===== config.mk =====
export PLATFORM = sky130hd
export DESIGN_NAME = prefetch_request_queue_unit
export DESIGN_NICKNAME = d
export VERILOG_FILES = /design/src/pfq_pkg.sv /design/src/pfq_cell.sv /design/src/prefetch_request_queue_unit.sv
export SDC_FILE = /design/constraint.sdc
export NUM_CORES = 2
export LEC_CHECK = 0
export ABC_AREA = 1
export BUFFER_PORTS_ARGS = -buffer_cell sky130_fd_sc_hd__buf_2
export CAP_MARGIN = 20
export CORE_MARGIN = 3
export CORE_UTILIZATION = 40
export DETAILED_ROUTE_END_ITERATION = 12
export SLEW_MARGIN = 20
export SYNTH_ARGS = -nofsm -noshare
export SYNTH_HDL_FRONTEND = slang
export SYNTH_HIERARCHICAL = 1
export SYNTH_SLANG_ARGS = --single-unit

===== constraint.sdc =====
create_clock -name aclk -period 36.5 [get_ports aclk]
set_input_delay 7.3 -clock aclk [delete_from_list [all_inputs] [get_ports aclk]]
set_output_delay 7.3 -clock aclk [all_outputs]
set_load 0.02 [all_outputs]

===== src/pfq_pkg.sv =====
// Shared types and constants for the prefetch request queue.
// Holds field widths, mode and status codes, register indexes and the cell control struct.
// No dependencies.
`default_nettype none

package pfq_pkg;

    localparam int ADDR_W        = 64;
    localparam int TIME_W        = 48;
    localparam int DELAY_W       = 16;
    localparam int STATUS_W      = 4;
    localparam int COUNT_W       = 5;
    localparam int MODE_W        = 2;
    localparam int CFG_IDX_W     = 3;
    localparam int CFG_DATA_W    = 5;
    localparam int BSL_W         = 4;
    localparam int DEFAULT_DEPTH = 16;

    localparam logic [COUNT_W-1:0] CAPACITY_RESET = 5'd16;
    localparam logic [BSL_W-1:0]   BSL_RESET      = 4'd6;

    localparam logic [CFG_IDX_W-1:0] CFG_CAPACITY  = 3'd0;
    localparam logic [CFG_IDX_W-1:0] CFG_SQUASH    = 3'd1;
    localparam logic [CFG_IDX_W-1:0] CFG_CHECK_PUSH = 3'd2;
    localparam logic [CFG_IDX_W-1:0] CFG_DATA_ONLY = 3'd3;
    localparam logic [CFG_IDX_W-1:0] CFG_BLOCK_LOG2 = 3'd4;

    typedef enum logic [MODE_W-1:0] {
        MODE_MISS  = 2'd0,
        MODE_CAND  = 2'd1,
        MODE_ISSUE = 2'd2
    } mode_t;

    typedef enum logic [STATUS_W-1:0] {
        STAT_IGNORED   = 4'd0,
        STAT_QUEUED    = 4'd1,
        STAT_CACHE_HIT = 4'd2,
        STAT_MQ_HIT    = 4'd3,
        STAT_DUPLICATE = 4'd4,
        STAT_EVICTING  = 4'd5,
        STAT_ISSUED    = 4'd6,
        STAT_DROPPED   = 4'd7,
        STAT_EMPTY     = 4'd8,
        STAT_MISS_DONE = 4'd9
    } status_t;

    // Broadcast from the queue control to every cell.
    typedef struct packed {
        logic [ADDR_W-1:0] mask;
        logic [ADDR_W-1:0] blk;
        logic [TIME_W-1:0] treq;
        logic [TIME_W-1:0] ins_time;
        logic              remove_match;
        logic              pop_all;
    } pfq_bcast_t;

endpackage

`default_nettype wire


===== src/pfq_cell.sv =====
// One queue slot of the collapsing prefetch queue.
// Holds a block address and issue tick, compares against the broadcast, shifts from its right neighbor.
// Depends on pfq_pkg.
`default_nettype none

module pfq_cell
    import pfq_pkg::*;
(
    input  wire logic              aclk,
    input  wire pfq_bcast_t        bc,
    input  wire logic              valid,
    input  wire logic              load_en,
    input  wire logic              kill_in,
    input  wire logic              sq_in,
    input  wire logic [ADDR_W-1:0] nxt_addr,
    input  wire logic [TIME_W-1:0] nxt_time,
    output logic                   kill_out,
    output logic                   sq_out,
    output logic                   squash,
    output logic [ADDR_W-1:0]      slot_addr,
    output logic [TIME_W-1:0]      slot_time
);

    logic [ADDR_W-1:0] addr_reg, addr_next;
    logic [TIME_W-1:0] time_reg, time_next;
    logic              match;
    logic              shift;

    // The first matching cell starts the collapse; all cells to its right follow.
    assign match    = valid && ((addr_reg & bc.mask) == bc.blk);
    assign kill_out = kill_in | match;
    assign shift    = bc.pop_all | (bc.remove_match & kill_out);

    // Tail squash runs from the right: a cell squashes only if everything after it did.
    assign squash = valid && (time_reg >= bc.treq) && sq_in;
    assign sq_out = !valid || squash;

    always_comb begin
        addr_next = addr_reg;
        time_next = time_reg;
        if (load_en) begin
            addr_next = bc.blk;
            time_next = bc.ins_time;
        end else if (shift) begin
            addr_next = nxt_addr;
            time_next = nxt_time;
        end
    end

    always_ff @(posedge aclk) begin
        addr_reg <= addr_next;
        time_reg <= time_next;
    end

    assign slot_addr = addr_reg;
    assign slot_time = time_reg;

endmodule

`default_nettype wire


===== src/prefetch_request_queue_unit.sv =====
// Top level of the prefetch request queue: control, configuration and the row of cells.
// Depends on pfq_pkg and pfq_cell.
//
// Usage: requests enter on the s_ channel (tuser carries the mode, tdata the address,
// miss tick, delay and cache flags) and one result leaves on the m_ channel for every
// request. A demand miss removes a queued entry of its block; a prefetch candidate is
// filtered and appended; an issue request pops the head entry.
// The queue is a row of QUEUE_DEPTH cells, oldest at cell 0. Every cell compares its
// block against the broadcast address in parallel, and a removal collapses the row by
// having each cell from the match onward take its right neighbor's contents at once.
// Latency: most requests finish at the accepting edge, so the result is visible one
// cycle later and a new request may be taken in that same cycle. A miss with tail
// squashing first passes through the squash state. A candidate that meets a full queue
// pops head entries in the evict state until it is below the capacity, then inserts,
// so the cost grows when the capacity was lowered below the current occupancy.
// The result sits in an output register; a new request is taken only while that
// register is empty or being emptied, so a stalled receiver holds off the sender.
// Synchronous reset empties the queue and restores the register defaults. Configuration
// writes are taken in any cycle and must only happen while the queue is idle.
`default_nettype none

module prefetch_request_queue_unit
    import pfq_pkg::*;
#(
    parameter int QUEUE_DEPTH = DEFAULT_DEPTH
) (
    input  wire logic                  aclk,
    input  wire logic                  aresetn,
    // Request channel.
    input  wire logic                  s_tvalid,
    output logic                       s_tready,
    // tdata from bit 0: address[63:0], time_req[47:0], delay[15:0], uncacheable,
    // inst_read, in_cache, in_miss_queue, zero fill.
    input  wire logic [135:0]          s_tdata,
    // tuser: mode[1:0].
    input  wire logic [MODE_W-1:0]     s_tuser,
    // Result channel.
    output logic                       m_tvalid,
    input  wire logic                  m_tready,
    // tdata from bit 0: out_address[63:0], out_time[47:0], matched_removed,
    // squashed_count[4:0], entry_count[4:0], bus_request, zero fill.
    output logic [127:0]               m_tdata,
    // tuser: status[3:0].
    output logic [STATUS_W-1:0]        m_tuser,
    // Configuration write channel.
    input  wire logic                  cfg_valid,
    output logic                       cfg_ready,
    input  wire logic [CFG_IDX_W-1:0]  cfg_index,
    input  wire logic [CFG_DATA_W-1:0] cfg_data
);

    localparam int OCC_W = $clog2(QUEUE_DEPTH + 1);

    typedef enum logic [1:0] {
        ST_IDLE,
        ST_SQUASH,
        ST_EVICT
    } state_t;

    // Request fields.
    logic [ADDR_W-1:0]  in_addr;
    logic [TIME_W-1:0]  in_treq;
    logic [DELAY_W-1:0] in_delay;
    logic               in_uncach, in_iread, in_incache, in_inmq;
    mode_t              in_mode;

    assign in_addr    = s_tdata[63:0];
    assign in_treq    = s_tdata[111:64];
    assign in_delay   = s_tdata[127:112];
    assign in_uncach  = s_tdata[128];
    assign in_iread   = s_tdata[129];
    assign in_incache = s_tdata[130];
    assign in_inmq    = s_tdata[131];
    assign in_mode    = mode_t'(s_tuser);

    // Control and configuration registers.
    state_t             state_reg, state_next;
    logic [OCC_W-1:0]   occ_reg, occ_next;
    logic [ADDR_W-1:0]  blk_reg, blk_next;
    logic [TIME_W-1:0]  tslot_reg, tslot_next;
    logic [TIME_W-1:0]  treq_reg, treq_next;
    logic               matched_reg, matched_next;
    logic [COUNT_W-1:0] cap_cfg_reg;
    logic               squash_cfg_reg, check_push_reg, data_only_reg;
    logic [BSL_W-1:0]   bsl_reg;

    // Output register.
    logic               m_tvalid_reg, m_tvalid_next;
    status_t            o_status_reg, o_status_next;
    logic [ADDR_W-1:0]  o_addr_reg, o_addr_next;
    logic [TIME_W-1:0]  o_time_reg, o_time_next;
    logic               o_matched_reg, o_matched_next;
    logic [COUNT_W-1:0] o_squashed_reg, o_squashed_next;
    logic [COUNT_W-1:0] o_count_reg, o_count_next;
    logic               o_busreq_reg, o_busreq_next;

    logic               s_fire;
    logic               out_load;
    logic               insert;
    logic [ADDR_W-1:0]  blk_mask;
    logic [ADDR_W-1:0]  in_blk;
    logic [TIME_W:0]    t_sum;
    logic [TIME_W-1:0]  t_sat;
    logic [OCC_W-1:0]   cap_eff;
    logic [OCC_W-1:0]   occ_sq;
    logic               any_sq;
    pfq_bcast_t         bc;

    // Cell row wiring.
    logic [QUEUE_DEPTH:0]   kill_chain;
    logic [QUEUE_DEPTH:0]   sq_chain;
    logic [QUEUE_DEPTH-1:0] squash_vec;
    logic [QUEUE_DEPTH-1:0] first_sq;
    logic [QUEUE_DEPTH-1:0] load_vec;
    logic [ADDR_W-1:0]      cell_addr [QUEUE_DEPTH];
    logic [TIME_W-1:0]      cell_time [QUEUE_DEPTH];
    logic [ADDR_W-1:0]      nxt_addr  [QUEUE_DEPTH];
    logic [TIME_W-1:0]      nxt_time  [QUEUE_DEPTH];

    assign s_tready  = (state_reg == ST_IDLE) && (!m_tvalid_reg || m_tready);
    assign s_fire    = s_tvalid && s_tready;
    assign cfg_ready = 1'b1;

    assign blk_mask = ~((ADDR_W'(1) << bsl_reg) - ADDR_W'(1));
    assign in_blk   = in_addr & blk_mask;

    // Candidate issue tick saturates at the top of the tick range.
    assign t_sum = {1'b0, in_treq} + (TIME_W + 1)'(in_delay);
    assign t_sat = t_sum[TIME_W] ? {TIME_W{1'b1}} : t_sum[TIME_W-1:0];

    // A capacity of zero behaves as one, anything above the depth as the depth.
    always_comb begin
        if (cap_cfg_reg == '0) begin
            cap_eff = OCC_W'(1);
        end else if (32'(cap_cfg_reg) > 32'(QUEUE_DEPTH)) begin
            cap_eff = OCC_W'(QUEUE_DEPTH);
        end else begin
            cap_eff = OCC_W'(cap_cfg_reg);
        end
    end

    assign kill_chain[0]           = 1'b0;
    assign sq_chain[QUEUE_DEPTH]   = 1'b1;

    for (genvar i = 0; i < QUEUE_DEPTH; i++) begin : g_cell
        if (i == QUEUE_DEPTH - 1) begin : g_last
            assign nxt_addr[i] = cell_addr[i];
            assign nxt_time[i] = cell_time[i];
        end else begin : g_mid
            assign nxt_addr[i] = cell_addr[i+1];
            assign nxt_time[i] = cell_time[i+1];
        end

        if (i == 0) begin : g_head
            assign first_sq[i] = squash_vec[i];
        end else begin : g_rest
            assign first_sq[i] = squash_vec[i] && !squash_vec[i-1];
        end

        assign load_vec[i] = insert && (occ_reg == OCC_W'(i));

        pfq_cell u_cell (
            .aclk      (aclk),
            .bc        (bc),
            .valid     (occ_reg > OCC_W'(i)),
            .load_en   (load_vec[i]),
            .kill_in   (kill_chain[i]),
            .sq_in     (sq_chain[i+1]),
            .nxt_addr  (nxt_addr[i]),
            .nxt_time  (nxt_time[i]),
            .kill_out  (kill_chain[i+1]),
            .sq_out    (sq_chain[i]),
            .squash    (squash_vec[i]),
            .slot_addr (cell_addr[i]),
            .slot_time (cell_time[i])
        );
    end

    // The squashed cells form a run at the tail; its first cell is the new occupancy.
    always_comb begin
        occ_sq = '0;
        for (int i = 0; i < QUEUE_DEPTH; i++) begin
            if (first_sq[i]) begin
                occ_sq = occ_sq | OCC_W'(i);
            end
        end
    end
    assign any_sq = |squash_vec;

    always_comb begin
        state_next   = state_reg;
        occ_next     = occ_reg;
        blk_next     = blk_reg;
        tslot_next   = tslot_reg;
        treq_next    = treq_reg;
        matched_next = matched_reg;

        bc.mask         = blk_mask;
        bc.blk          = (state_reg == ST_IDLE) ? in_blk : blk_reg;
        bc.treq         = treq_reg;
        bc.ins_time     = (state_reg == ST_IDLE) ? t_sat : tslot_reg;
        bc.remove_match = 1'b0;
        bc.pop_all      = 1'b0;
        insert          = 1'b0;

        out_load        = 1'b0;
        o_status_next   = STAT_IGNORED;
        o_addr_next     = '0;
        o_time_next     = '0;
        o_matched_next  = 1'b0;
        o_squashed_next = '0;

        case (state_reg)
            ST_IDLE: begin
                if (s_fire) begin
                    case (in_mode)
                        MODE_MISS: begin
                            if (in_uncach || (in_iread && data_only_reg)) begin
                                out_load = 1'b1;
                            end else begin
                                bc.remove_match = 1'b1;
                                matched_next    = kill_chain[QUEUE_DEPTH];
                                if (kill_chain[QUEUE_DEPTH]) begin
                                    occ_next = occ_reg - OCC_W'(1);
                                end
                                if (squash_cfg_reg) begin
                                    treq_next  = in_treq;
                                    state_next = ST_SQUASH;
                                end else begin
                                    out_load       = 1'b1;
                                    o_status_next  = STAT_MISS_DONE;
                                    o_matched_next = kill_chain[QUEUE_DEPTH];
                                end
                            end
                        end
                        MODE_CAND: begin
                            o_time_next = t_sat;
                            if (check_push_reg && in_incache) begin
                                out_load      = 1'b1;
                                o_status_next = STAT_CACHE_HIT;
                            end else if (in_inmq) begin
                                out_load      = 1'b1;
                                o_status_next = STAT_MQ_HIT;
                            end else if (kill_chain[QUEUE_DEPTH]) begin
                                out_load      = 1'b1;
                                o_status_next = STAT_DUPLICATE;
                            end else if (occ_reg >= cap_eff) begin
                                blk_next   = in_blk;
                                tslot_next = t_sat;
                                state_next = ST_EVICT;
                            end else begin
                                insert        = 1'b1;
                                occ_next      = occ_reg + OCC_W'(1);
                                out_load      = 1'b1;
                                o_status_next = STAT_QUEUED;
                            end
                        end
                        MODE_ISSUE: begin
                            out_load = 1'b1;
                            if (occ_reg == '0) begin
                                o_status_next = STAT_EMPTY;
                            end else begin
                                bc.pop_all    = 1'b1;
                                occ_next      = occ_reg - OCC_W'(1);
                                o_addr_next   = cell_addr[0];
                                o_time_next   = cell_time[0];
                                o_status_next = (!check_push_reg && in_incache) ?
                                                STAT_DROPPED : STAT_ISSUED;
                            end
                        end
                        default: begin
                            out_load = 1'b1;
                        end
                    endcase
                end
            end
            ST_SQUASH: begin
                if (any_sq) begin
                    occ_next = occ_sq;
                end
                out_load        = 1'b1;
                o_status_next   = STAT_MISS_DONE;
                o_matched_next  = matched_reg;
                o_squashed_next = COUNT_W'(occ_reg - occ_next);
                state_next      = ST_IDLE;
            end
            ST_EVICT: begin
                if (occ_reg >= cap_eff) begin
                    bc.pop_all = 1'b1;
                    occ_next   = occ_reg - OCC_W'(1);
                end else begin
                    insert        = 1'b1;
                    occ_next      = occ_reg + OCC_W'(1);
                    out_load      = 1'b1;
                    o_status_next = STAT_EVICTING;
                    o_time_next   = tslot_reg;
                    state_next    = ST_IDLE;
                end
            end
            default: begin
                state_next = ST_IDLE;
            end
        endcase

        o_count_next  = COUNT_W'(occ_next);
        o_busreq_next = (occ_next != '0);
        m_tvalid_next = out_load || (m_tvalid_reg && !m_tready);
    end

    always_ff @(posedge aclk) begin
        if (!aresetn) begin
            state_reg      <= ST_IDLE;
            occ_reg        <= '0;
            m_tvalid_reg   <= 1'b0;
            matched_reg    <= 1'b0;
            treq_reg       <= '0;
            cap_cfg_reg    <= CAPACITY_RESET;
            squash_cfg_reg <= 1'b0;
            check_push_reg <= 1'b0;
            data_only_reg  <= 1'b0;
            bsl_reg        <= BSL_RESET;
        end else begin
            state_reg    <= state_next;
            occ_reg      <= occ_next;
            m_tvalid_reg <= m_tvalid_next;
            matched_reg  <= matched_next;
            blk_reg      <= blk_next;
            tslot_reg    <= tslot_next;
            treq_reg     <= treq_next;
            if (out_load) begin
                o_status_reg   <= o_status_next;
                o_addr_reg     <= o_addr_next;
                o_time_reg     <= o_time_next;
                o_matched_reg  <= o_matched_next;
                o_squashed_reg <= o_squashed_next;
                o_count_reg    <= o_count_next;
                o_busreq_reg   <= o_busreq_next;
            end
            if (cfg_valid && cfg_ready) begin
                case (cfg_index)
                    CFG_CAPACITY:   cap_cfg_reg    <= cfg_data;
                    CFG_SQUASH:     squash_cfg_reg <= cfg_data[0];
                    CFG_CHECK_PUSH: check_push_reg <= cfg_data[0];
                    CFG_DATA_ONLY:  data_only_reg  <= cfg_data[0];
                    CFG_BLOCK_LOG2: bsl_reg        <= cfg_data[BSL_W-1:0];
                    default: begin
                    end
                endcase
            end
        end
    end

    assign m_tvalid = m_tvalid_reg;
    assign m_tuser  = o_status_reg;
    assign m_tdata  = {4'b0, o_busreq_reg, o_count_reg, o_squashed_reg, o_matched_reg,
                       o_time_reg, o_addr_reg};

    // The queue never holds more entries than it has cells.
    assert property (@(posedge aclk) disable iff (!aresetn)
        32'(occ_reg) <= QUEUE_DEPTH)
        else $error("occupancy exceeds queue depth");

    // Squashed cells form a single run at the tail.
    assert property (@(posedge aclk) disable iff (!aresetn)
        $onehot0(first_sq))
        else $error("squash run is not contiguous");

    // While a squash or an eviction is in progress the output register is empty.
    assert property (@(posedge aclk) disable iff (!aresetn)
        (state_reg != ST_IDLE) |-> !m_tvalid_reg)
        else $error("result pending during a multi-cycle request");

    // An issue on a nonempty queue removes exactly one entry.
    assert property (@(posedge aclk) disable iff (!aresetn)
        (s_fire && (in_mode == MODE_ISSUE) && (occ_reg != '0)) |=>
        (occ_reg == $past(occ_reg) - OCC_W'(1)))
        else $error("issue did not pop exactly one entry");

    // At most one cell takes the new entry.
    assert property (@(posedge aclk) disable iff (!aresetn)
        $onehot0(load_vec))
        else $error("more than one cell loaded");

endmodule

`default_nettype wire

==> flow_metrics.py <==
metrics = {
    "floorplanning": {
        "core_um2": 328200,
        "die_w_um": 580.8,
        "die_height_um": 580.8,
        "initial_core_util_pct": 40.27,
        "dieArea_um2": 337300,
        "rows": 210,
        "ios": 286,
    },
    "detailed_routing": {
        "first_iter_violations": 8466,
        "finalWirelength_um": 386800,
        "firstDrtPassIters": 6,
        "antenna_left": 0,
        "num_vias": 101100,
        "vias_per_cell": 5.071,
        "drc": 0,
        "wl_per_cell_um": 19.40,
    },
    "grt": {
        "grt_pass1_vias": 95920,
        "grt_usage_pct": 22.25,
        "gr-total-overflow": 0,
        "antenna_found_initial": 38,
        "grt_max_degree": 142,
        "grt_pass1_wl_um": 586000,
    },
    "pwr": {
        "leakage_nw": 60.96,
        "power.density_nw_per_um2": 39.74,
        "ir_worst_vdd_mv": 0.03856,
    },
    "placement": {
        "post-dp-hpwl_um": 283200,
        "port_buffers": 276,
        "place_congestion": 0.9055,
        "place_area_um2": 141200,
    },
    "setup_path": {
        "r2r.worst_path.cells": 60,
        "critPathCaptureType": "primary output",
        "reg2reg_slack_ns": 24.67,
        "crit_path_start_kind": "primary input",
        "crit_fanout": 4,
        "r2r_end": "g_cell[1].u_cell/slot_time[8]",
        "required_ns": 29.20,
        "crit_arrival_ns": 8.42,
        "path_class": "in2out",
        "r2r-start": "bsl_reg[2]",
    },
    "worst_hold_path": {
        "hold-path-endpoint": "data_only_reg",
        "min_from": "data_only_reg",
        "hold_class": "reg2reg",
        "min_path_cells": 2,
    },
    "yosys": {
        "synth_cells": 14530,
        "postSynthAreaPerCell_um2": 9.094,
        "synthesis.area_um2": 132100,
        "yosysWarnings": 6,
    },
    "cells_and_area": {
        "synthToLayoutAreaGrowth_pct": 12.59,
        "regArea_um2": 62400,
        "drive_gt1_share_pct": 15.01,
        "multiInputGateArea_um2": 63480,
        "num-fill-cells": 31400,
        "largest_reg_flops": 1024,
        "fin_nets": 16340,
        "fin_area_um2": 148800,
    },
    "status": {
        "status": "finished, final reports clean",
    },
    "flow_run": {
        "maxCapViolations": 0,
    },
    "clock_network": {
        "cts_sinks": 2101,
        "clock_latency_ns": 0.95,
        "post_cts_buffers": 0,
        "clock_path_buffers": 4,
        "htree_levels": 4,
        "cts_root_buffer": "clkbuf_16",
        "clkSlewWorstSetupHoldPaths_ns": 0.06,
        "cts_made_buffers": 240,
        "cts-hold-fix-buffers": 0,
        "cts_tree": "built",
        "post_cts_resized": 0,
    },
    "timing": {
        "finalHoldViolCount": 0,
        "slew_viol_final": 0,
        "timing.setup.tns_ns": 0,
        "post-route-period-util_pct": 43.07,
        "finalSetupViolations": 0,
        "rsz0062_at_grt": "no",
        "finalCriticalPeriod_ns": 15.72,
        "whs_ns": 0.4634,
        "slew_headroom_pct": 24.22,
        "tightest_slew_ns": 1.137,
        "max_freq_mhz": 63.61,
        "clock-skew-final_ns": 0.08289,
    },
}
layout make-up:
type,count,share of cell area (%)
diodes,15,0.02523
multi-input cells,10750,42.67
clock buffers,317,4.408
inverters,1780,4.494
flip-flops and latches,2101,41.94
repair buffers,506,2.158
clock inverters,119,0.6476
well taps,4346,3.655
cell usage in the layout, fill, tap and decap left out, drive strengths merged, types with 2 or more instances in the layout:
master	instances
ha	806
clkinvlp	10
o22ai	3
nor2	1446
or2	5
fa	2
nand3	748
nor4	8
o21ai	564
a31oi	25
dfxtp	69
inv	1783
bufinv	15
o21a	18
o211ai	4
nand4	56
nand2	3856
nand3b	36
buf	506
and2	22
clkinv	91
conb	471
a21oi	874
xnor2	7
xor2	346
edfxtp	2032
mux2	1328
clkbuf	317
diode	15
nor3	118
how the worst max path moves through the flow:
| stage | startpoint | end | cells past startpoint |
|---|---|---|---|
| floorplan | s_tdata[54] | m_tuser[0] | 46 |
| global placement | s_tdata[8] | g_cell[2].u_cell/slot_addr[21] | 55 |
| detailed placement | s_tdata[10] | g_cell[2].u_cell/slot_addr[9] | 55 |
| CTS | m_tready | s_tready | 6 |
| global route | s_tdata[0] | g_cell[1].u_cell/slot_time[11] | 57 |
| finish | m_tready | s_tready | 6 |
worst max-delay path, stage by stage:
cell and delay [ns]:
buf_2 0.08, inv_1 0.03, nand2_1 0.33, nand2_1 0.09, inv_1 0.33, buf_2 0.24
per-layer routing:
layer	routed length [µm]	GRT usage [%]
met5	48	0
met4	12180	6.932
met3	21300	2.344
met2	176000	36.14
met1	177300	31.15
where the power goes:
group / leakage, nW / switching (mW) / internal [mW] / total [mW]
Combinational: 38.2 / 0.505 / 0.222 / 0.727
Sequential: 19.1 / 0.0500 / 2.75 / 2.80
Clock: 3.67 / 1.02 / 1.36 / 2.38
Total: 61.0 / 1.58 / 4.33 / 5.91
metrics by stage:
step | cells | setup slack [ns] | power, mW | util (%)
after floorplan | 15000 | 18.15 | 3.321 | -
after global placement | 19480 | 20.26 | 3.561 | 43.01
after detailed placement | 19490 | 20.12 | 3.575 | 43.02
after CTS | 19920 | 20.71 | 5.967 | 45.31
after global routing | 19930 | 20.54 | 6.149 | 45.33
final | 19940 | 20.78 | 5.913 | 45.33
Note: power is estimated with default switching activity, not from simulation.
